<file path="config.mk">
export PLATFORM = sky130hd
export DESIGN_NAME = multilevel_ready_queue_scheduler
export DESIGN_NICKNAME = d
export VERILOG_FILES = /design/src/hdl/mlrq_pkg.sv /design/src/hdl/multilevel_ready_queue_scheduler.sv /design/src/hdl/mlrq_front.sv /design/src/hdl/mlrq_back.sv
export SDC_FILE = /design/constraint.sdc
export NUM_CORES = 1
export LEC_CHECK = 0
export ABC_AREA = 1
export BUFFER_PORTS_ARGS = -buffer_cell sky130_fd_sc_hd__buf_4
export CAP_MARGIN = 20
export CELL_PAD_IN_SITES_DETAIL_PLACEMENT = 1
export CELL_PAD_IN_SITES_GLOBAL_PLACEMENT = 2
export CORE_MARGIN = 2
export CORE_UTILIZATION = 40
export CTS_CLUSTER_SIZE = 16
export DETAILED_ROUTE_END_ITERATION = 16
export GPL_TIMING_DRIVEN = 0
export MAX_ROUTING_LAYER = met4
export PLACE_DENSITY_LB_ADDON = 0.12
export SKIP_LAST_GASP = 1
export SLEW_MARGIN = 20
export SYNTH_ARGS = -nofsm -noshare
export SYNTH_HDL_FRONTEND = slang
export SYNTH_HIERARCHICAL = 1
export SYNTH_SLANG_ARGS = --single-unit
</file>
<file path="constraint.sdc">
create_clock -name clock -period 9.5 [get_ports clock]
set_clock_uncertainty 0.15 [all_clocks]
set_input_delay 1.9 -clock clock [delete_from_list [all_inputs] [get_ports clock]]
set_output_delay 1.9 -clock clock [all_outputs]
set_load 0.005 [all_outputs]
</file>
<file path="src/hdl/mlrq_pkg.sv">
// ---------------------------------------------------------------------------
// mlrq_pkg
// Shared constants and types for the multilevel ready-queue scheduler.
// ---------------------------------------------------------------------------
package mlrq_pkg;

   localparam int QUEUE_LEVELS = 8;
   localparam int MAX_PROCS    = 64;
   localparam int TICK_BITS    = 16;
   localparam int ID_W         = 6;
   localparam int PRIO_W       = 3;
   localparam int PR_W         = PRIO_W + 2;
   localparam int LVL_W        = $clog2(QUEUE_LEVELS);
   localparam int CNT_W        = $clog2(MAX_PROCS) + 1;

   localparam logic OP_ENQUEUE = 1'b0;
   localparam logic OP_DEQUEUE = 1'b1;

   typedef struct packed {
      logic              op;
      logic [ID_W-1:0]   id;
      logic              slot_ok;
      logic              early;
      logic [PRIO_W-1:0] prio;
      logic [PRIO_W-1:0] floor_lv;
      logic              kernel;
      logic              billable;
      logic [ID_W-1:0]   running;
   } item_type;

endpackage

</file>
<file path="src/hdl/multilevel_ready_queue_scheduler.sv">
// ---------------------------------------------------------------------------
// multilevel_ready_queue_scheduler
// Multilevel feedback ready-queue scheduler over linked lists of process slots.
// Every request passes dispatch and finish; a new selection adds pick and
// pick-write. A dequeue may first walk its queue link by link to unlink
// the slot. One request is handled at a time; two queue at the front.
// Reset clears queue occupancy, queued flags and selection state at once.
// ---------------------------------------------------------------------------
module multilevel_ready_queue_scheduler (
   input  logic                           clock,
   input  logic                           reset,
   input  logic                           req_valid,
   output logic                           req_stall,
   input  logic                           req_op,
   input  logic [mlrq_pkg::ID_W-1:0]      req_proc_id,
   input  logic                           req_proc_present,
   input  logic [mlrq_pkg::TICK_BITS-1:0] req_ticks_used,
   input  logic [mlrq_pkg::TICK_BITS-1:0] req_ticks_quantum,
   input  logic [mlrq_pkg::PRIO_W-1:0]    req_priority_in,
   input  logic [mlrq_pkg::PRIO_W-1:0]    req_priority_floor,
   input  logic                           req_is_kernel,
   input  logic                           req_is_billable,
   input  logic [mlrq_pkg::ID_W-1:0]      req_running_id,
   output logic                           rsp_valid,
   input  logic                           rsp_stall,
   output logic                           rsp_ok,
   output logic [mlrq_pkg::PRIO_W-1:0]    rsp_new_priority,
   output logic                           rsp_clear_ticks,
   output logic [mlrq_pkg::ID_W-1:0]      rsp_next_id,
   output logic                           rsp_next_valid,
   output logic [mlrq_pkg::ID_W-1:0]      rsp_billable_id,
   output logic                           rsp_billable_valid
);

   logic               item_valid;
   logic               item_pop;
   mlrq_pkg::item_type item;

   mlrq_front u_front (
      .clock              (clock),
      .reset              (reset),
      .req_valid          (req_valid),
      .req_stall          (req_stall),
      .req_op             (req_op),
      .req_proc_id        (req_proc_id),
      .req_proc_present   (req_proc_present),
      .req_ticks_used     (req_ticks_used),
      .req_ticks_quantum  (req_ticks_quantum),
      .req_priority_in    (req_priority_in),
      .req_priority_floor (req_priority_floor),
      .req_is_kernel      (req_is_kernel),
      .req_is_billable    (req_is_billable),
      .req_running_id     (req_running_id),
      .item_valid         (item_valid),
      .item               (item),
      .item_pop           (item_pop)
   );

   mlrq_back u_back (
      .clock              (clock),
      .reset              (reset),
      .item_valid         (item_valid),
      .item               (item),
      .item_pop           (item_pop),
      .rsp_valid          (rsp_valid),
      .rsp_stall          (rsp_stall),
      .rsp_ok             (rsp_ok),
      .rsp_new_priority   (rsp_new_priority),
      .rsp_clear_ticks    (rsp_clear_ticks),
      .rsp_next_id        (rsp_next_id),
      .rsp_next_valid     (rsp_next_valid),
      .rsp_billable_id    (rsp_billable_id),
      .rsp_billable_valid (rsp_billable_valid)
   );

endmodule

</file>
<file path="src/hdl/mlrq_front.sv">
// ---------------------------------------------------------------------------
// mlrq_front
// Accepts request beats, classifies them and holds them in a two-entry queue.
// ---------------------------------------------------------------------------
module mlrq_front (
   input  logic                          clock,
   input  logic                          reset,
   input  logic                          req_valid,
   output logic                          req_stall,
   input  logic                          req_op,
   input  logic [mlrq_pkg::ID_W-1:0]     req_proc_id,
   input  logic                          req_proc_present,
   input  logic [mlrq_pkg::TICK_BITS-1:0] req_ticks_used,
   input  logic [mlrq_pkg::TICK_BITS-1:0] req_ticks_quantum,
   input  logic [mlrq_pkg::PRIO_W-1:0]   req_priority_in,
   input  logic [mlrq_pkg::PRIO_W-1:0]   req_priority_floor,
   input  logic                          req_is_kernel,
   input  logic                          req_is_billable,
   input  logic [mlrq_pkg::ID_W-1:0]     req_running_id,
   output logic                          item_valid,
   output mlrq_pkg::item_type            item,
   input  logic                          item_pop
);

   mlrq_pkg::item_type fifo_ff [2];
   mlrq_pkg::item_type new_item;
   logic               wr_ptr_ff, wr_ptr_in;
   logic               rd_ptr_ff, rd_ptr_in;
   logic [1:0]         count_ff, count_in;
   logic               push, pop;

   always_comb begin
      new_item.op       = req_op;
      new_item.id       = req_proc_id;
      new_item.slot_ok  = req_proc_present &&
                          ({1'b0, req_proc_id} < (mlrq_pkg::ID_W+1)'(mlrq_pkg::MAX_PROCS));
      new_item.early    = req_ticks_used < req_ticks_quantum;
      new_item.prio     = req_priority_in;
      new_item.floor_lv = req_priority_floor;
      new_item.kernel   = req_is_kernel;
      new_item.billable = req_is_billable;
      new_item.running  = req_running_id;
   end

   assign req_stall  = count_ff == 2'd2;
   assign push       = req_valid && !req_stall;
   assign item_valid = count_ff != 2'd0;
   assign pop        = item_pop && item_valid;
   assign item       = fifo_ff[rd_ptr_ff];

   always_comb begin
      wr_ptr_in = push ? ~wr_ptr_ff : wr_ptr_ff;
      rd_ptr_in = pop ? ~rd_ptr_ff : rd_ptr_ff;
      count_in  = count_ff + 2'(push) - 2'(pop);
   end

   always_ff @(posedge clock) begin
      if (reset) begin
         wr_ptr_ff <= 1'b0;
         rd_ptr_ff <= 1'b0;
         count_ff  <= 2'd0;
      end else begin
         wr_ptr_ff <= wr_ptr_in;
         rd_ptr_ff <= rd_ptr_in;
         count_ff  <= count_in;
      end
   end

   always_ff @(posedge clock) begin
      if (push) begin
         fifo_ff[wr_ptr_ff] <= new_item;
      end
   end

endmodule

</file>
<file path="src/hdl/mlrq_back.sv">
// ---------------------------------------------------------------------------
// mlrq_back
// Applies the feedback rule, links and unlinks slots, selects the next slot.
// ---------------------------------------------------------------------------
module mlrq_back (
   input  logic                        clock,
   input  logic                        reset,
   input  logic                        item_valid,
   input  mlrq_pkg::item_type          item,
   output logic                        item_pop,
   output logic                        rsp_valid,
   input  logic                        rsp_stall,
   output logic                        rsp_ok,
   output logic [mlrq_pkg::PRIO_W-1:0] rsp_new_priority,
   output logic                        rsp_clear_ticks,
   output logic [mlrq_pkg::ID_W-1:0]   rsp_next_id,
   output logic                        rsp_next_valid,
   output logic [mlrq_pkg::ID_W-1:0]   rsp_billable_id,
   output logic                        rsp_billable_valid
);

   typedef enum logic [6:0] {
      S_IDLE     = 7'b0000001,
      S_DISPATCH = 7'b0000010,
      S_WALK_RD  = 7'b0000100,
      S_WALK_CHK = 7'b0001000,
      S_PICK     = 7'b0010000,
      S_PICK_WR  = 7'b0100000,
      S_FINISH   = 7'b1000000
   } state_type;

   state_type state_ff, state_in;
   mlrq_pkg::item_type item_ff, item_in;

   logic [mlrq_pkg::ID_W-1:0]  head_ff [mlrq_pkg::QUEUE_LEVELS];
   logic [mlrq_pkg::ID_W-1:0]  tail_ff [mlrq_pkg::QUEUE_LEVELS];
   logic [mlrq_pkg::QUEUE_LEVELS-1:0] nonempty_ff;
   logic [mlrq_pkg::MAX_PROCS-1:0]    queued_ff;

   logic [mlrq_pkg::ID_W-1:0]  link_mem [mlrq_pkg::MAX_PROCS];
   logic [mlrq_pkg::LVL_W-1:0] prio_mem [mlrq_pkg::MAX_PROCS];
   logic                       bill_mem [mlrq_pkg::MAX_PROCS];
   logic [mlrq_pkg::ID_W-1:0]  link_rd_ff;
   logic [mlrq_pkg::LVL_W-1:0] prio_rd_ff;
   logic                       bill_rd_ff;

   logic [mlrq_pkg::ID_W-1:0]  cur_ff, cur_in, lp_ff, lp_in, cand_ff, cand_in;
   logic [mlrq_pkg::CNT_W-1:0] cnt_ff, cnt_in;
   logic [mlrq_pkg::LVL_W-1:0] q_ff, q_in;
   logic                       repick_ff, repick_in;
   logic                       res_ok_ff, res_ok_in, res_clr_ff, res_clr_in;
   logic [mlrq_pkg::PRIO_W-1:0] res_prio_ff, res_prio_in;
   logic [mlrq_pkg::ID_W-1:0]  le_id_ff, le_id_in, chosen_id_ff, chosen_id_in;
   logic [mlrq_pkg::ID_W-1:0]  billed_id_ff, billed_id_in;
   logic                       le_valid_ff, le_valid_in, chosen_valid_ff, chosen_valid_in;
   logic                       billed_valid_ff, billed_valid_in;

   logic                       rsp_valid_ff, rsp_valid_in, rsp_ok_ff, rsp_clr_ff;
   logic [mlrq_pkg::PRIO_W-1:0] rsp_prio_ff;
   logic [mlrq_pkg::ID_W-1:0]  rsp_next_id_ff, rsp_bill_id_ff;
   logic                       rsp_next_valid_ff, rsp_bill_valid_ff, rsp_load;

   logic [mlrq_pkg::LVL_W-1:0] hq_addr, q_enq, best;
   logic [mlrq_pkg::ID_W-1:0]  head_rd, tail_rd;
   logic                       any_ne;
   logic signed [mlrq_pkg::PR_W-1:0] sum;
   logic [mlrq_pkg::PRIO_W-1:0] pr;
   logic                       pr_ok;

   logic                       head_we, tail_we, ne_set, ne_clr, queued_set, queued_clr;
   logic [mlrq_pkg::ID_W-1:0]  head_wd, tail_wd;
   logic                       link_we, slot_we;
   logic [mlrq_pkg::ID_W-1:0]  link_wa, link_wd, link_ra;

   always_comb begin
      best = '0;
      for (int i = mlrq_pkg::QUEUE_LEVELS - 1; i >= 0; i--) begin
         if (nonempty_ff[i]) begin
            best = mlrq_pkg::LVL_W'(i);
         end
      end
   end
   assign any_ne = |nonempty_ff;

   always_comb begin
      sum = signed'(mlrq_pkg::PR_W'(item_ff.prio)) +
            ((le_valid_ff && le_id_ff == item_ff.id) ? mlrq_pkg::PR_W'(1) :
                                                      -mlrq_pkg::PR_W'(1));
      if (sum < signed'(mlrq_pkg::PR_W'(item_ff.floor_lv))) begin
         sum = signed'(mlrq_pkg::PR_W'(item_ff.floor_lv));
      end
      if (sum >= signed'(mlrq_pkg::PR_W'(mlrq_pkg::QUEUE_LEVELS))) begin
         sum = signed'(mlrq_pkg::PR_W'(mlrq_pkg::QUEUE_LEVELS - 1));
      end
      if (item_ff.early && !item_ff.kernel) begin
         pr = sum[mlrq_pkg::PRIO_W-1:0];
      end else begin
         pr = item_ff.prio;
      end
      pr_ok = {1'b0, pr} < (mlrq_pkg::PRIO_W+1)'(mlrq_pkg::QUEUE_LEVELS);
      q_enq = pr[mlrq_pkg::LVL_W-1:0];
   end

   always_comb begin
      case (state_ff)
         S_DISPATCH: hq_addr = (item_ff.op == mlrq_pkg::OP_DEQUEUE) ? prio_rd_ff : q_enq;
         S_PICK:     hq_addr = best;
         default:    hq_addr = q_ff;
      endcase
   end
   assign head_rd  = head_ff[hq_addr];
   assign tail_rd  = tail_ff[hq_addr];
   assign rsp_load = !rsp_valid_ff || !rsp_stall;

   always_comb begin
      state_in        = state_ff;
      item_in         = item_ff;
      cur_in          = cur_ff;
      lp_in           = lp_ff;
      cand_in         = cand_ff;
      cnt_in          = cnt_ff;
      q_in            = q_ff;
      repick_in       = repick_ff;
      res_ok_in       = res_ok_ff;
      res_clr_in      = res_clr_ff;
      res_prio_in     = res_prio_ff;
      le_id_in        = le_id_ff;
      le_valid_in     = le_valid_ff;
      chosen_id_in    = chosen_id_ff;
      chosen_valid_in = chosen_valid_ff;
      billed_id_in    = billed_id_ff;
      billed_valid_in = billed_valid_ff;
      item_pop        = 1'b0;
      head_we         = 1'b0;
      head_wd         = item_ff.id;
      tail_we         = 1'b0;
      tail_wd         = item_ff.id;
      ne_set          = 1'b0;
      ne_clr          = 1'b0;
      queued_set      = 1'b0;
      queued_clr      = 1'b0;
      link_we         = 1'b0;
      link_wa         = item_ff.id;
      link_wd         = item_ff.id;
      slot_we         = 1'b0;
      link_ra         = cur_ff;
      rsp_valid_in    = rsp_valid_ff && rsp_stall;
      case (state_ff)
         S_IDLE: begin
            link_ra = item.id;
            if (item_valid) begin
               item_pop = 1'b1;
               item_in  = item;
               state_in = S_DISPATCH;
            end
         end
         S_DISPATCH: begin
            res_ok_in   = 1'b0;
            res_clr_in  = 1'b0;
            res_prio_in = item_ff.prio;
            state_in    = S_FINISH;
            if (item_ff.slot_ok) begin
               if (item_ff.op == mlrq_pkg::OP_ENQUEUE) begin
                  if (!queued_ff[item_ff.id]) begin
                     res_clr_in  = item_ff.early;
                     res_prio_in = pr;
                     res_ok_in   = pr_ok;
                     if (item_ff.early) begin
                        le_id_in    = item_ff.id;
                        le_valid_in = 1'b1;
                     end
                     if (pr_ok) begin
                        queued_set = 1'b1;
                        slot_we    = 1'b1;
                        state_in   = S_PICK;
                        if (!nonempty_ff[q_enq]) begin
                           head_we = 1'b1;
                           tail_we = 1'b1;
                           ne_set  = 1'b1;
                        end else if (!item_ff.early) begin
                           link_we = 1'b1;
                           link_wd = head_rd;
                           head_we = 1'b1;
                        end else begin
                           link_we = 1'b1;
                           link_wa = tail_rd;
                           tail_we = 1'b1;
                        end
                     end
                  end
               end else if (queued_ff[item_ff.id]) begin
                  res_ok_in   = 1'b1;
                  res_prio_in = mlrq_pkg::PRIO_W'(prio_rd_ff);
                  queued_clr  = 1'b1;
                  repick_in   = (item_ff.id == item_ff.running) ||
                                (chosen_valid_ff && chosen_id_ff == item_ff.id);
                  q_in        = prio_rd_ff;
                  if (head_rd == item_ff.id) begin
                     if (tail_rd == item_ff.id) begin
                        ne_clr = 1'b1;
                     end else begin
                        head_we = 1'b1;
                        head_wd = link_rd_ff;
                     end
                     state_in = repick_in ? S_PICK : S_FINISH;
                  end else begin
                     cur_in   = head_rd;
                     cnt_in   = '0;
                     lp_in    = link_rd_ff;
                     state_in = S_WALK_RD;
                  end
               end else begin
                  res_ok_in = {1'b0, item_ff.prio} <
                              (mlrq_pkg::PRIO_W+1)'(mlrq_pkg::QUEUE_LEVELS);
               end
            end
         end
         S_WALK_RD: begin
            if (cur_ff != tail_rd && cnt_ff < mlrq_pkg::CNT_W'(mlrq_pkg::MAX_PROCS)) begin
               state_in = S_WALK_CHK;
            end else begin
               state_in = repick_ff ? S_PICK : S_FINISH;
            end
         end
         S_WALK_CHK: begin
            if (link_rd_ff == item_ff.id) begin
               link_we = 1'b1;
               link_wa = cur_ff;
               link_wd = lp_ff;
               if (tail_rd == item_ff.id) begin
                  tail_we = 1'b1;
                  tail_wd = cur_ff;
               end
               state_in = repick_ff ? S_PICK : S_FINISH;
            end else begin
               cur_in   = link_rd_ff;
               cnt_in   = cnt_ff + 1'b1;
               state_in = S_WALK_RD;
            end
         end
         S_PICK: begin
            if (any_ne) begin
               cand_in  = head_rd;
               state_in = S_PICK_WR;
            end else begin
               state_in = S_FINISH;
            end
         end
         S_PICK_WR: begin
            chosen_id_in    = cand_ff;
            chosen_valid_in = 1'b1;
            if (bill_rd_ff) begin
               billed_id_in    = cand_ff;
               billed_valid_in = 1'b1;
            end
            state_in = S_FINISH;
         end
         S_FINISH: begin
            if (rsp_load) begin
               rsp_valid_in = 1'b1;
               state_in     = S_IDLE;
            end
         end
         default: begin
            state_in = S_IDLE;
         end
      endcase
   end

   always_ff @(posedge clock) begin
      if (reset) begin
         state_ff        <= S_IDLE;
         nonempty_ff     <= '0;
         queued_ff       <= '0;
         le_id_ff        <= '0;
         le_valid_ff     <= 1'b0;
         chosen_id_ff    <= '0;
         chosen_valid_ff <= 1'b0;
         billed_id_ff    <= '0;
         billed_valid_ff <= 1'b0;
         rsp_valid_ff    <= 1'b0;
      end else begin
         state_ff        <= state_in;
         le_id_ff        <= le_id_in;
         le_valid_ff     <= le_valid_in;
         chosen_id_ff    <= chosen_id_in;
         chosen_valid_ff <= chosen_valid_in;
         billed_id_ff    <= billed_id_in;
         billed_valid_ff <= billed_valid_in;
         rsp_valid_ff    <= rsp_valid_in;
         if (ne_set) begin
            nonempty_ff[hq_addr] <= 1'b1;
         end
         if (ne_clr) begin
            nonempty_ff[hq_addr] <= 1'b0;
         end
         if (queued_set) begin
            queued_ff[item_ff.id] <= 1'b1;
         end
         if (queued_clr) begin
            queued_ff[item_ff.id] <= 1'b0;
         end
      end
   end

   always_ff @(posedge clock) begin
      item_ff     <= item_in;
      cur_ff      <= cur_in;
      lp_ff       <= lp_in;
      cand_ff     <= cand_in;
      cnt_ff      <= cnt_in;
      q_ff        <= q_in;
      repick_ff   <= repick_in;
      res_ok_ff   <= res_ok_in;
      res_clr_ff  <= res_clr_in;
      res_prio_ff <= res_prio_in;
      if (head_we) begin
         head_ff[hq_addr] <= head_wd;
      end
      if (tail_we) begin
         tail_ff[hq_addr] <= tail_wd;
      end
      if (state_ff == S_FINISH && rsp_load) begin
         rsp_ok_ff         <= res_ok_ff;
         rsp_prio_ff       <= res_prio_ff;
         rsp_clr_ff        <= res_clr_ff;
         rsp_next_id_ff    <= chosen_id_ff;
         rsp_next_valid_ff <= chosen_valid_ff;
         rsp_bill_id_ff    <= billed_id_ff;
         rsp_bill_valid_ff <= billed_valid_ff;
      end
   end

   always_ff @(posedge clock) begin
      if (link_we) begin
         link_mem[link_wa] <= link_wd;
      end
      link_rd_ff <= link_mem[link_ra];
   end

   always_ff @(posedge clock) begin
      if (slot_we) begin
         prio_mem[item_ff.id] <= q_enq;
         bill_mem[item_ff.id] <= item_ff.billable;
      end
      prio_rd_ff <= prio_mem[item.id];
      bill_rd_ff <= bill_mem[head_rd];
   end

   assign rsp_valid          = rsp_valid_ff;
   assign rsp_ok             = rsp_ok_ff;
   assign rsp_new_priority   = rsp_prio_ff;
   assign rsp_clear_ticks    = rsp_clr_ff;
   assign rsp_next_id        = rsp_next_id_ff;
   assign rsp_next_valid     = rsp_next_valid_ff;
   assign rsp_billable_id    = rsp_bill_id_ff;
   assign rsp_billable_valid = rsp_bill_valid_ff;

`ifndef SYNTHESIS
   a_enq_linked: assert property (@(posedge clock) disable iff (reset)
      (state_ff == S_PICK && item_ff.op == mlrq_pkg::OP_ENQUEUE) |-> queued_ff[item_ff.id])
      else $error("enqueued slot not marked queued before selection");
   a_walk_unqueued: assert property (@(posedge clock) disable iff (reset)
      (state_ff == S_WALK_RD || state_ff == S_WALK_CHK) |-> !queued_ff[item_ff.id])
      else $error("slot still queued while being unlinked");
   a_ne_dispatch_only: assert property (@(posedge clock) disable iff (reset)
      (!reset && state_ff != S_DISPATCH) |=> $stable(nonempty_ff))
      else $error("queue occupancy changed outside dispatch");
   a_pop_idle: assert property (@(posedge clock) disable iff (reset)
      item_pop |-> (state_ff == S_IDLE && item_valid))
      else $error("item taken outside idle");
`endif

endmodule
</file>
# ---- After elaboration in Yosys (flattened, before gate mapping)
# Memory sizes are Yosys's and may differ from the RTL's. A register that Yosys moved wholly into a read port is not among the register bits.
# Index checks and enable logic that the tools add are counted.
dict set report word_totals {
  mem_bits_rw 782
  elab_cells 258
  inputBits 58
  output_inout_bits 21
  reg_bits 181
  memories 6
}
dict set report op_classes {
  mux 139
  n_bitwise 12
  n_lt_le_gt_ge 9
  addsub 4
  n_reduce_logical 28
  n_eq_ne 22
}
# memory depth width read_ports rd_ports_with_merged_regs write_ports line
set memory_table {}
lappend memory_table {u_back.link_mem 64 6 1 1 1 mlrq_back.sv:40} ;# logic [mlrq_pkg::ID_W-1:0] link_mem [mlrq_pkg::MAX_PROCS];
lappend memory_table {u_back.prio_mem 64 3 1 1 1 mlrq_back.sv:41} ;# logic [mlrq_pkg::LVL_W-1:0] prio_mem [mlrq_pkg::MAX_PROCS];
lappend memory_table {u_back.bill_mem 64 1 1 1 1 mlrq_back.sv:42} ;# logic bill_mem [mlrq_pkg::MAX_PROCS];
lappend memory_table {u_back.head_ff 8 6 1 0 1 mlrq_back.sv:35} ;# logic [mlrq_pkg::ID_W-1:0] head_ff [mlrq_pkg::QUEUE_LEVELS];
lappend memory_table {u_back.tail_ff 8 6 1 0 1 mlrq_back.sv:36} ;# logic [mlrq_pkg::ID_W-1:0] tail_ff [mlrq_pkg::QUEUE_LEVELS];
lappend memory_table {u_front.fifo_ff 2 23 1 1 1 mlrq_front.sv:25} ;# mlrq_pkg::item_type fifo_ff [2];
# op count
set op_table {}
lappend op_table {{64-bit 2-to-1 mux} 3}
lappend op_table {{6-bit 2-to-1 mux} 27}
lappend op_table {{7-bit 2-to-1 mux} 17}
lappend op_table {{64-bit bitwise AND} 1}
lappend op_table {{64-bit inverter} 1}
lappend op_table {{64-bit OR} 1}
lappend op_table {{1-bit 2-to-1 mux} 60}
lappend op_table {{7-bit case mux with 7 select lines} 1}
lappend op_table {{3-bit 2-to-1 mux} 15}
lappend op_table {{6-bit == test} 6}
lappend op_table {{6-bit case mux with 2 select lines} 3}
lappend op_table {{8-bit 2-to-1 mux} 3}
lappend op_table {{16-bit less-than comparator} 1}
lappend op_table {{7-bit case mux with 2 select lines} 1}
lappend op_table {{1-bit logical AND} 10}
lappend op_table {{5-bit 2-to-1 mux} 2}
lappend op_table {{5-bit AND reduction} 2}
lappend op_table {{8-bit bitwise AND} 1}
lappend op_table {{3-bit by 4-bit less-than comparator with 1-bit output (second input constant)} 2}
lappend op_table {{2-bit by 1-bit inequality test with 1-bit output (second input constant)} 4}
lappend op_table {{8-bit inverter} 1}
lappend op_table {{8-bit OR} 1}
lappend op_table {{2-bit AND reduction} 4}
lappend op_table {{8-bit OR reduction} 1}
lappend op_table {{33 further kinds} 46}

# ---- Longest topological paths before layout
# An unclocked memory read counts as a cell.
dict set report logic_depth {
  word_depth 21
  mapped_depth 44
  mapped_depth_nobuf 42
}

# ---- Cells and area by module
# Netlist, hierarchy kept.
# mod cells_each n_inst area_each_um2
set by_module_without_submodules {}
lappend by_module_without_submodules {mlrq_back 3344 1 38588.3}
lappend by_module_without_submodules {mlrq_front 164 1 2283.4}

# ---- Worst setup path after synthesis
# Ideal clock, no wire load.
dict set report synth_path {
  path_kind {register -> register}
  startpoint {register u_back/item_ff[21] in the netlist's numbering}
  endpoint {memory u_back/link_mem[0][0] in the netlist's numbering (data pin)}
  arrival_time_ns 5.846
  path_buffers 3
  setup_ns 0.601
  period_less_slack_ns 6.597
  setup_slack_ns 2.903
  path_stages_with_launch 29
  path_cell_list {edfxtp_1 -> buf_2 -> inv_2 -> buf_6 -> o21ai_1 -> nor2_1 -> nand2_1 -> inv_1 -> fa_1 -> or2_2 -> nand2_1 -> inv_1 -> ha_1 -> o21a_1 -> a2111oi_0 -> ha_1 -> nor2_1 -> nand3_2 -> nand2_2 -> nand2_4 -> inv_1 -> nand2_1 -> a32o_1 -> o21a_1 -> nor2_1 -> nand2_1 -> clkbuf_1 -> o21ai_0 -> nand3_1}
}
dict set report synth_via {
  elab_chain_cells 18
}
# item line
set synth_rtl {}
lappend synth_rtl {{start: declaration} mlrq_back.sv:33} ;# mlrq_pkg::item_type item_ff, item_in;
lappend synth_rtl {{start signal: assignment} mlrq_back.sv:307} ;# item_ff <= item_in;
lappend synth_rtl {{6-bit == test (*)} mlrq_back.sv:87} ;# ((le_valid_ff && le_id_ff == item_ff.id) ? mlrq_pkg::PR_W'(1) :
lappend synth_rtl {{1-bit logical AND (*)} mlrq_back.sv:87}
lappend synth_rtl {{5-bit 2-to-1 mux (*)} mlrq_back.sv:87}
lappend synth_rtl {{4-bit by 5-bit adder with 5-bit output (*)} mlrq_back.sv:86} ;# sum = signed'(mlrq_pkg::PR_W'(item_ff.prio)) +
lappend synth_rtl {{5-bit by 4-bit less-than comparator with 1-bit output} mlrq_back.sv:89} ;# if (sum < signed'(mlrq_pkg::PR_W'(item_ff.floor_lv))) begin
lappend synth_rtl {{5-bit 2-to-1 mux (*)} mlrq_back.sv:89}
lappend synth_rtl {{5-bit greater-or-equal comparator} mlrq_back.sv:92} ;# if (sum >= signed'(mlrq_pkg::PR_W'(mlrq_pkg::QUEUE_LEVELS))) begin
lappend synth_rtl {{3-bit 2-to-1 mux (*)} mlrq_back.sv:92}
lappend synth_rtl {{[... 1 more ...]} n/a}
lappend synth_rtl {{named net u_back.pr (one bit)} mlrq_back.sv:67} ;# logic [mlrq_pkg::PRIO_W-1:0] pr;
lappend synth_rtl {{[... 2 more ...]} n/a}
lappend synth_rtl {{memory read 8 x 6 bit} n/a}
lappend synth_rtl {{6-bit 2-to-1 mux} mlrq_back.sv:180} ;# end else if (!item_ff.early) begin
lappend synth_rtl {{6-bit 2-to-1 mux (*)} mlrq_back.sv:176} ;# if (!nonempty_ff[q_enq]) begin
lappend synth_rtl {{6-bit 2-to-1 mux (*)} mlrq_back.sv:164} ;# if (!queued_ff[item_ff.id]) begin
lappend synth_rtl {{6-bit 2-to-1 mux (*)} mlrq_back.sv:163} ;# if (item_ff.op == mlrq_pkg::OP_ENQUEUE) begin
lappend synth_rtl {{6-bit 2-to-1 mux (*)} mlrq_back.sv:162} ;# if (item_ff.slot_ok) begin
lappend synth_rtl {{6-bit case mux with 2 select lines (*)} mlrq_back.sv:148} ;# case (state_ff)
lappend synth_rtl {{named net u_back.link_wd (one bit)} mlrq_back.sv:73} ;# logic [mlrq_pkg::ID_W-1:0] link_wa, link_wd, link_ra;
lappend synth_rtl {{end: declaration} mlrq_back.sv:40}
# The timed path passes the listed nets; every way through them passes the cells marked *. The select of a mux whose other input is x is not followed.

# ---- Worst setup path after layout
dict set report layout_path {
  startpoint {register u_back/item_ff[16] in the netlist's numbering}
  endpoint {memory u_back/link_mem[43][5] in the netlist's numbering (enable)}
}
dict set report layout_via {
  elab_chain_cells 18
}
# item line
set layout_rtl {}
lappend layout_rtl {{6-bit == test (*)} mlrq_back.sv:87}
lappend layout_rtl {{1-bit logical AND (*)} mlrq_back.sv:87}
lappend layout_rtl {{5-bit 2-to-1 mux (*)} mlrq_back.sv:87}
lappend layout_rtl {{4-bit by 5-bit adder with 5-bit output (*)} mlrq_back.sv:86}
lappend layout_rtl {{5-bit by 4-bit less-than comparator with 1-bit output} mlrq_back.sv:89}
lappend layout_rtl {{5-bit 2-to-1 mux (*)} mlrq_back.sv:89}
lappend layout_rtl {{5-bit greater-or-equal comparator} mlrq_back.sv:92}
lappend layout_rtl {{3-bit 2-to-1 mux (*)} mlrq_back.sv:92}
lappend layout_rtl {{[... 1 more ...]} n/a}
lappend layout_rtl {{named net u_back.pr (one bit)} mlrq_back.sv:67}
lappend layout_rtl {{[... 1 more ...]} n/a}
lappend layout_rtl {{3-bit case mux with 2 select lines or 1-bit 2-to-1 mux (tied branches)} {mlrq_back.sv:105, mlrq_back.sv:176}}
lappend layout_rtl {{memory read 8 x 6 bit or 1-bit 2-to-1 mux (tied branches)} n/a}
lappend layout_rtl {{6-bit 2-to-1 mux or 1-bit 2-to-1 mux (tied branches)} {mlrq_back.sv:180, mlrq_back.sv:164}}
lappend layout_rtl {{6-bit 2-to-1 mux or 1-bit 2-to-1 mux (tied branches)} {mlrq_back.sv:176, mlrq_back.sv:163}}
lappend layout_rtl {{6-bit 2-to-1 mux or 1-bit 2-to-1 mux (tied branches)} {mlrq_back.sv:164, mlrq_back.sv:162}}
lappend layout_rtl {{6-bit 2-to-1 mux or 1-bit case mux with 2 select lines (tied branches)} {mlrq_back.sv:163, mlrq_back.sv:148}}
lappend layout_rtl {{6-bit 2-to-1 mux or 1-bit 2-to-1 mux (tied branches)} {mlrq_back.sv:162, mlrq_back.sv:335}}
lappend layout_rtl {{6-bit case mux with 2 select lines or 1-bit 2-to-1 mux (tied branches)} {mlrq_back.sv:148, mlrq_back.sv:336}}
# Marks and branches as above.

==> impl_table.tex <==
\begin{tabular}{lr}
\hline
Metric & Value \\
\hline
\multicolumn{2}{l}{\textbf{Drt}} \\
Drt first pass iters & 5 \\
DR iter-0 viols & 3023 \\
Routed wire length & 151 mm \\
DRC violations left & 0 \\
DRT antenna net count & 0 \\
Total number of vias & 30.0k \\
Routed len/inst & 29.2 µm \\
Average via count per standard cell & 5.82 \\
\multicolumn{2}{l}{\textbf{STA}} \\
Slew @ Worst Pin & 1.23 ns \\
RSZ-0062 raised after global routing & no \\
Fin. Hold Viols & 0 \\
Post-route clock period utilization & 83.7\% \\
Max Fclk & 126 MHz \\
Worst rel slew slack & 17.3\% \\
Slew Limit Fails & 0 \\
Minimum clock period & 7.95 ns \\
\# setup viols final & 0 \\
\multicolumn{2}{l}{\textbf{Setup path}} \\
Maximum single-stage delay on the critical path & 0.80 ns \\
Reg2reg path depth & 31 \\
Worst Setup Path Type & flop to flop \\
Capturing point of the worst reg2reg path & u\_back/link\_mem[43][5]\$\_DFFE\_PP\_ \\
Cell mode on critical path & sky130\_fd\_sc\_hd\_\_nand2\_1 \\
Signal arrival time at the worst endpoint & 8.14 ns \\
Category of the worst setup path capture point & flop \\
Critical path fanouts, max & 68 \\
Launch point of the worst reg-to-reg path & u\_back/item\_ff[16]\$\_DFFE\_PP\_ \\
Required time worst endpoint & 9.69 ns \\
CP Launch Type & flop \\
Top Family by Delay on Critical Path & simple AND/OR/NAND/NOR gates \\
Count of buffering cells on the critical path with inverters included & 6 \\
Depth of the critical timing path with buffers and inverters included & 31 \\
Critical path's slowest cell & sky130\_fd\_sc\_hd\_\_nor2\_1 \\
Internal reg-to-reg setup slack & 1.55 ns \\
\multicolumn{2}{l}{\textbf{CTS}} \\
Largest buffer count on any clock path & 3 \\
Skew-Pair Late Insertion Delay & 0.71 ns \\
Root Buffer & sky130\_fd\_sc\_hd\_\_clkbuf\_16 \\
Resized cells post-CTS & 0 \\
Clock edge transition at the registers on the reported setup and hold paths & 0.06 ns \\
Count of hold-fix buffers inserted at cts & 0 \\
Number of clock sinks seen by CTS & 974 \\
CTS H-Tree Depth & 3 \\
CTS Buf Count & 103 \\
Total setup buffers inserted after CTS & 0 \\
Clock tree from TritonCTS & built \\
\multicolumn{2}{l}{\textbf{Final layout}} \\
Share of cells above drive strength 1 & 12.1\% \\
Sequential standard cell area & 28100 µm² \\
Area used by multi-input combinational logic & 11300 µm² \\
Count of non-filler cells in the finished layout & 5163 \\
Count of filler cells inserted in the layout & 10.7k \\
Layout overhead on the synthesized area & 15.5\% \\
Number of nets in the final layout & 3787 \\
Commonest non-fill, non-tap cell in the layout & sky130\_fd\_sc\_hd\_\_edfxtp\_1 \\
Most used cells in the layout excluding fill and tap cells & sky130\_fd\_sc\_hd\_\_edfxtp\_1 (858), sky130\_fd\_sc\_hd\_\_nor2\_1 (580), sky130\_fd\_sc\_hd\_\_o21ai\_0 (395) \\
Finished Core Util & 46.5\% \\
\multicolumn{2}{l}{\textbf{Synthesis}} \\
Async SR Flop Fraction & 0\% \\
Count of warnings emitted by yosys & 6 \\
EDFF count, synth & 858 \\
Netlist Area Pre-Place & 40900 µm² \\
Syn Inst Count & 3508 \\
Average size of a mapped cell & 11.7 µm² \\
Flip-flop and latch count after synthesis & 974 \\
Most used flip-flop cell after synthesis & sky130\_fd\_sc\_hd\_\_edfxtp\_1 \\
Synth unique cells & 62 \\
Register area share after synthesis & 68.7\% \\
Post-synth net total & 3591 \\
\multicolumn{2}{l}{\textbf{Worst hold path}} \\
Worst min-delay path startpoint & u\_back/res\_ok\_ff\$\_SDFFCE\_PN0P\_ \\
Tightest Hold Check Type & flop to flop \\
Worst hold endpoint & u\_back/rsp\_ok\$\_DFFE\_PP\_ \\
Cell depth of the worst min-delay path & 0 \\
\multicolumn{2}{l}{\textbf{Global routing}} \\
Maximum number of pins on one net before global-route repair & 69 \\
Via count of the first global-routing pass & 30.7k \\
Global-route wire length before repair & 216 mm \\
Initial antenna violation count & 4 \\
GRT Total Usage & 29.6\% \\
Congestion Overflow GR & 0 \\
\multicolumn{2}{l}{\textbf{Floorplanning}} \\
Vert. Die Dim & 324 µm \\
CORE AREA & 102000 µm² \\
DIE AREA & 105000 µm² \\
\# rows & 117 \\
Effective utilization at floorplan & 40.2\% \\
I/O pin cnt & 79 \\
Die width & 324 µm \\
\multicolumn{2}{l}{\textbf{Run}} \\
Number of maximum-capacitance violations & 0 \\
\multicolumn{2}{l}{\textbf{Placed design}} \\
DP HPWL & 104 mm \\
Placed insts & 4967 \\
Gp weighted congestion & 0.977 \\
Quantity of I/O buffers inserted on ports & 78 \\
\multicolumn{2}{l}{\textbf{Power and ir drop}} \\
Total power per unit cell area & 327 nW/µm² \\
Cell leakage power & 15.9 nW \\
VDD IR max & 242 µV \\
\multicolumn{2}{l}{\textbf{Run status}} \\
Outcome & complete, no violations \\
\hline
\end{tabular}
-- where the power goes --
group	switching (W)	internal, W	total (W)
Combinational	0.00437	0.00122	0.00559
Sequential	0.000133	0.00538	0.00551
Clock	0.00176	0.00257	0.00433
Total	0.00627	0.00916	0.0154
-- kinds of logic (layout without fill, tap and decap cells) --
kind of cell    count (synthesis)  count (layout)  share of synthesized area (%)
other cells                     0               3                              0
buf+inv                       407             691                           4.11
mux                            23              23                          0.634
xor+xnor                       12              12                          0.257
flops                         974             974                           68.7
compound gates                855             855                           13.0
fa+ha+maj                      25              25                          0.784
simple gates                 1212            1212                           12.5
-- through the flow --
stage                     TNS (ns)  power [W]  hold slack [ns]  instance area [µm²]  setup slack (ns)
after detailed placement         0     0.0111            0.258                43500              1.61
final                            0     0.0154            0.271                47200              1.55
after global placement      -41.72     0.0109            0.268                43200            -0.655
after global routing             0     0.0159            0.280                47200              1.06
after floorplan                  0    0.00834            0.250                40900              2.90
after CTS                        0     0.0154            0.272                47200              1.53
-- cell usage after synthesis (14+ instances only) --
cell type | n | area share [%]
sky130_fd_sc_hd__mux2_2 | 23 | 0.63
sky130_fd_sc_hd__o21ai_0 | 395 | 4.8
sky130_fd_sc_hd__o22ai_1 | 130 | 2.0
sky130_fd_sc_hd__o211ai_1 | 83 | 1.5
sky130_fd_sc_hd__a21oi_1 | 61 | 0.75
sky130_fd_sc_hd__or2_2 | 18 | 0.28
sky130_fd_sc_hd__inv_2 | 26 | 0.24
sky130_fd_sc_hd__nor2_1 | 584 | 5.4
sky130_fd_sc_hd__buf_2 | 23 | 0.28
sky130_fd_sc_hd__o32ai_1 | 62 | 1.3
sky130_fd_sc_hd__dfxtp_1 | 116 | 5.7
sky130_fd_sc_hd__nand3_1 | 116 | 1.4
sky130_fd_sc_hd__ha_1 | 24 | 0.73
sky130_fd_sc_hd__o21ai_2 | 14 | 0.30
sky130_fd_sc_hd__inv_1 | 165 | 1.5
sky130_fd_sc_hd__edfxtp_1 | 858 | 63
sky130_fd_sc_hd__nand2_1 | 334 | 3.1
sky130_fd_sc_hd__o221ai_1 | 59 | 1.3
sky130_fd_sc_hd__clkbuf_1 | 168 | 1.5
sky130_fd_sc_hd__nor3_1 | 95 | 1.2
-- per-layer routing --
metal	up-vias	GRT usage, %	wire length [µm]
met3	325	4.11	9570
li1	13300	-	-
met4	0	13.1	7040
met1	15200	36.9	61500
met2	1206	48.2	72400
met5	-	-	0
-- layout make-up --
class                   instances  area share, %
clock buffers                 131           5.88
plain buffers                 213           2.01
well taps                    1368           3.62
clock inverters                62           1.78
multi-input cells            2127           24.0
repair buffers                 91           1.70
flip-flops and latches        974           59.5
inverters                     194           1.55
diodes                          3         0.0159
-- sequential cells by signal, indices dropped and copies added (netlist names), 6 cells and up, named ones only --
name and flops:
u_back/link_mem 384, u_back/prio_mem 192, u_back/bill_mem 64, u_back/queued_ff 64, u_back/head_ff 48, u_back/tail_ff 48, u_front/fifo_ff 46, u_back/item_ff 23
u_back/nonempty_ff 8, u_back/cnt_ff 7, u_back/state_ff 7, u_back/billed_id_ff 6, u_back/cand_ff 6, u_back/chosen_id_ff 6, u_back/cur_ff 6, u_back/le_id_ff 6
u_back/link_rd_ff 6, u_back/lp_ff 6, u_back/rsp_billable_id 6, u_back/rsp_next_id 6
-- worst reg2reg max path, delay by kind of cell, from the launching register on --
kind                       cells  cell delay, ns
and+or+nand+nor               16            3.37
buffers and inverters          6            1.32
AOI/OAI and AO/OA              6            1.27
adders and majority gates      3            1.04
DFF                            1            0.43
-- worst max path at each step --
stage / from / end
2_1_floorplan: u_back/item_ff[21]$_DFFE_PP_ / u_back/link_mem[0][0]$_DFFE_PP_
3_5_place_dp: u_back/item_ff[16]$_DFFE_PP_ / u_back/link_mem[7][1]$_DFFE_PP_
4_1_cts: u_back/item_ff[16]$_DFFE_PP_ / u_back/link_mem[7][3]$_DFFE_PP_
6_report: u_back/item_ff[16]$_DFFE_PP_ / u_back/link_mem[43][5]$_DFFE_PP_
3_3_place_gp: u_back/item_ff[16]$_DFFE_PP_ / u_back/link_mem[28][0]$_DFFE_PP_
5_1_grt: u_back/item_ff[16]$_DFFE_PP_ / u_back/cnt_ff[2]$_SDFFCE_PN0P_
(Power assumes the default switching activity.)
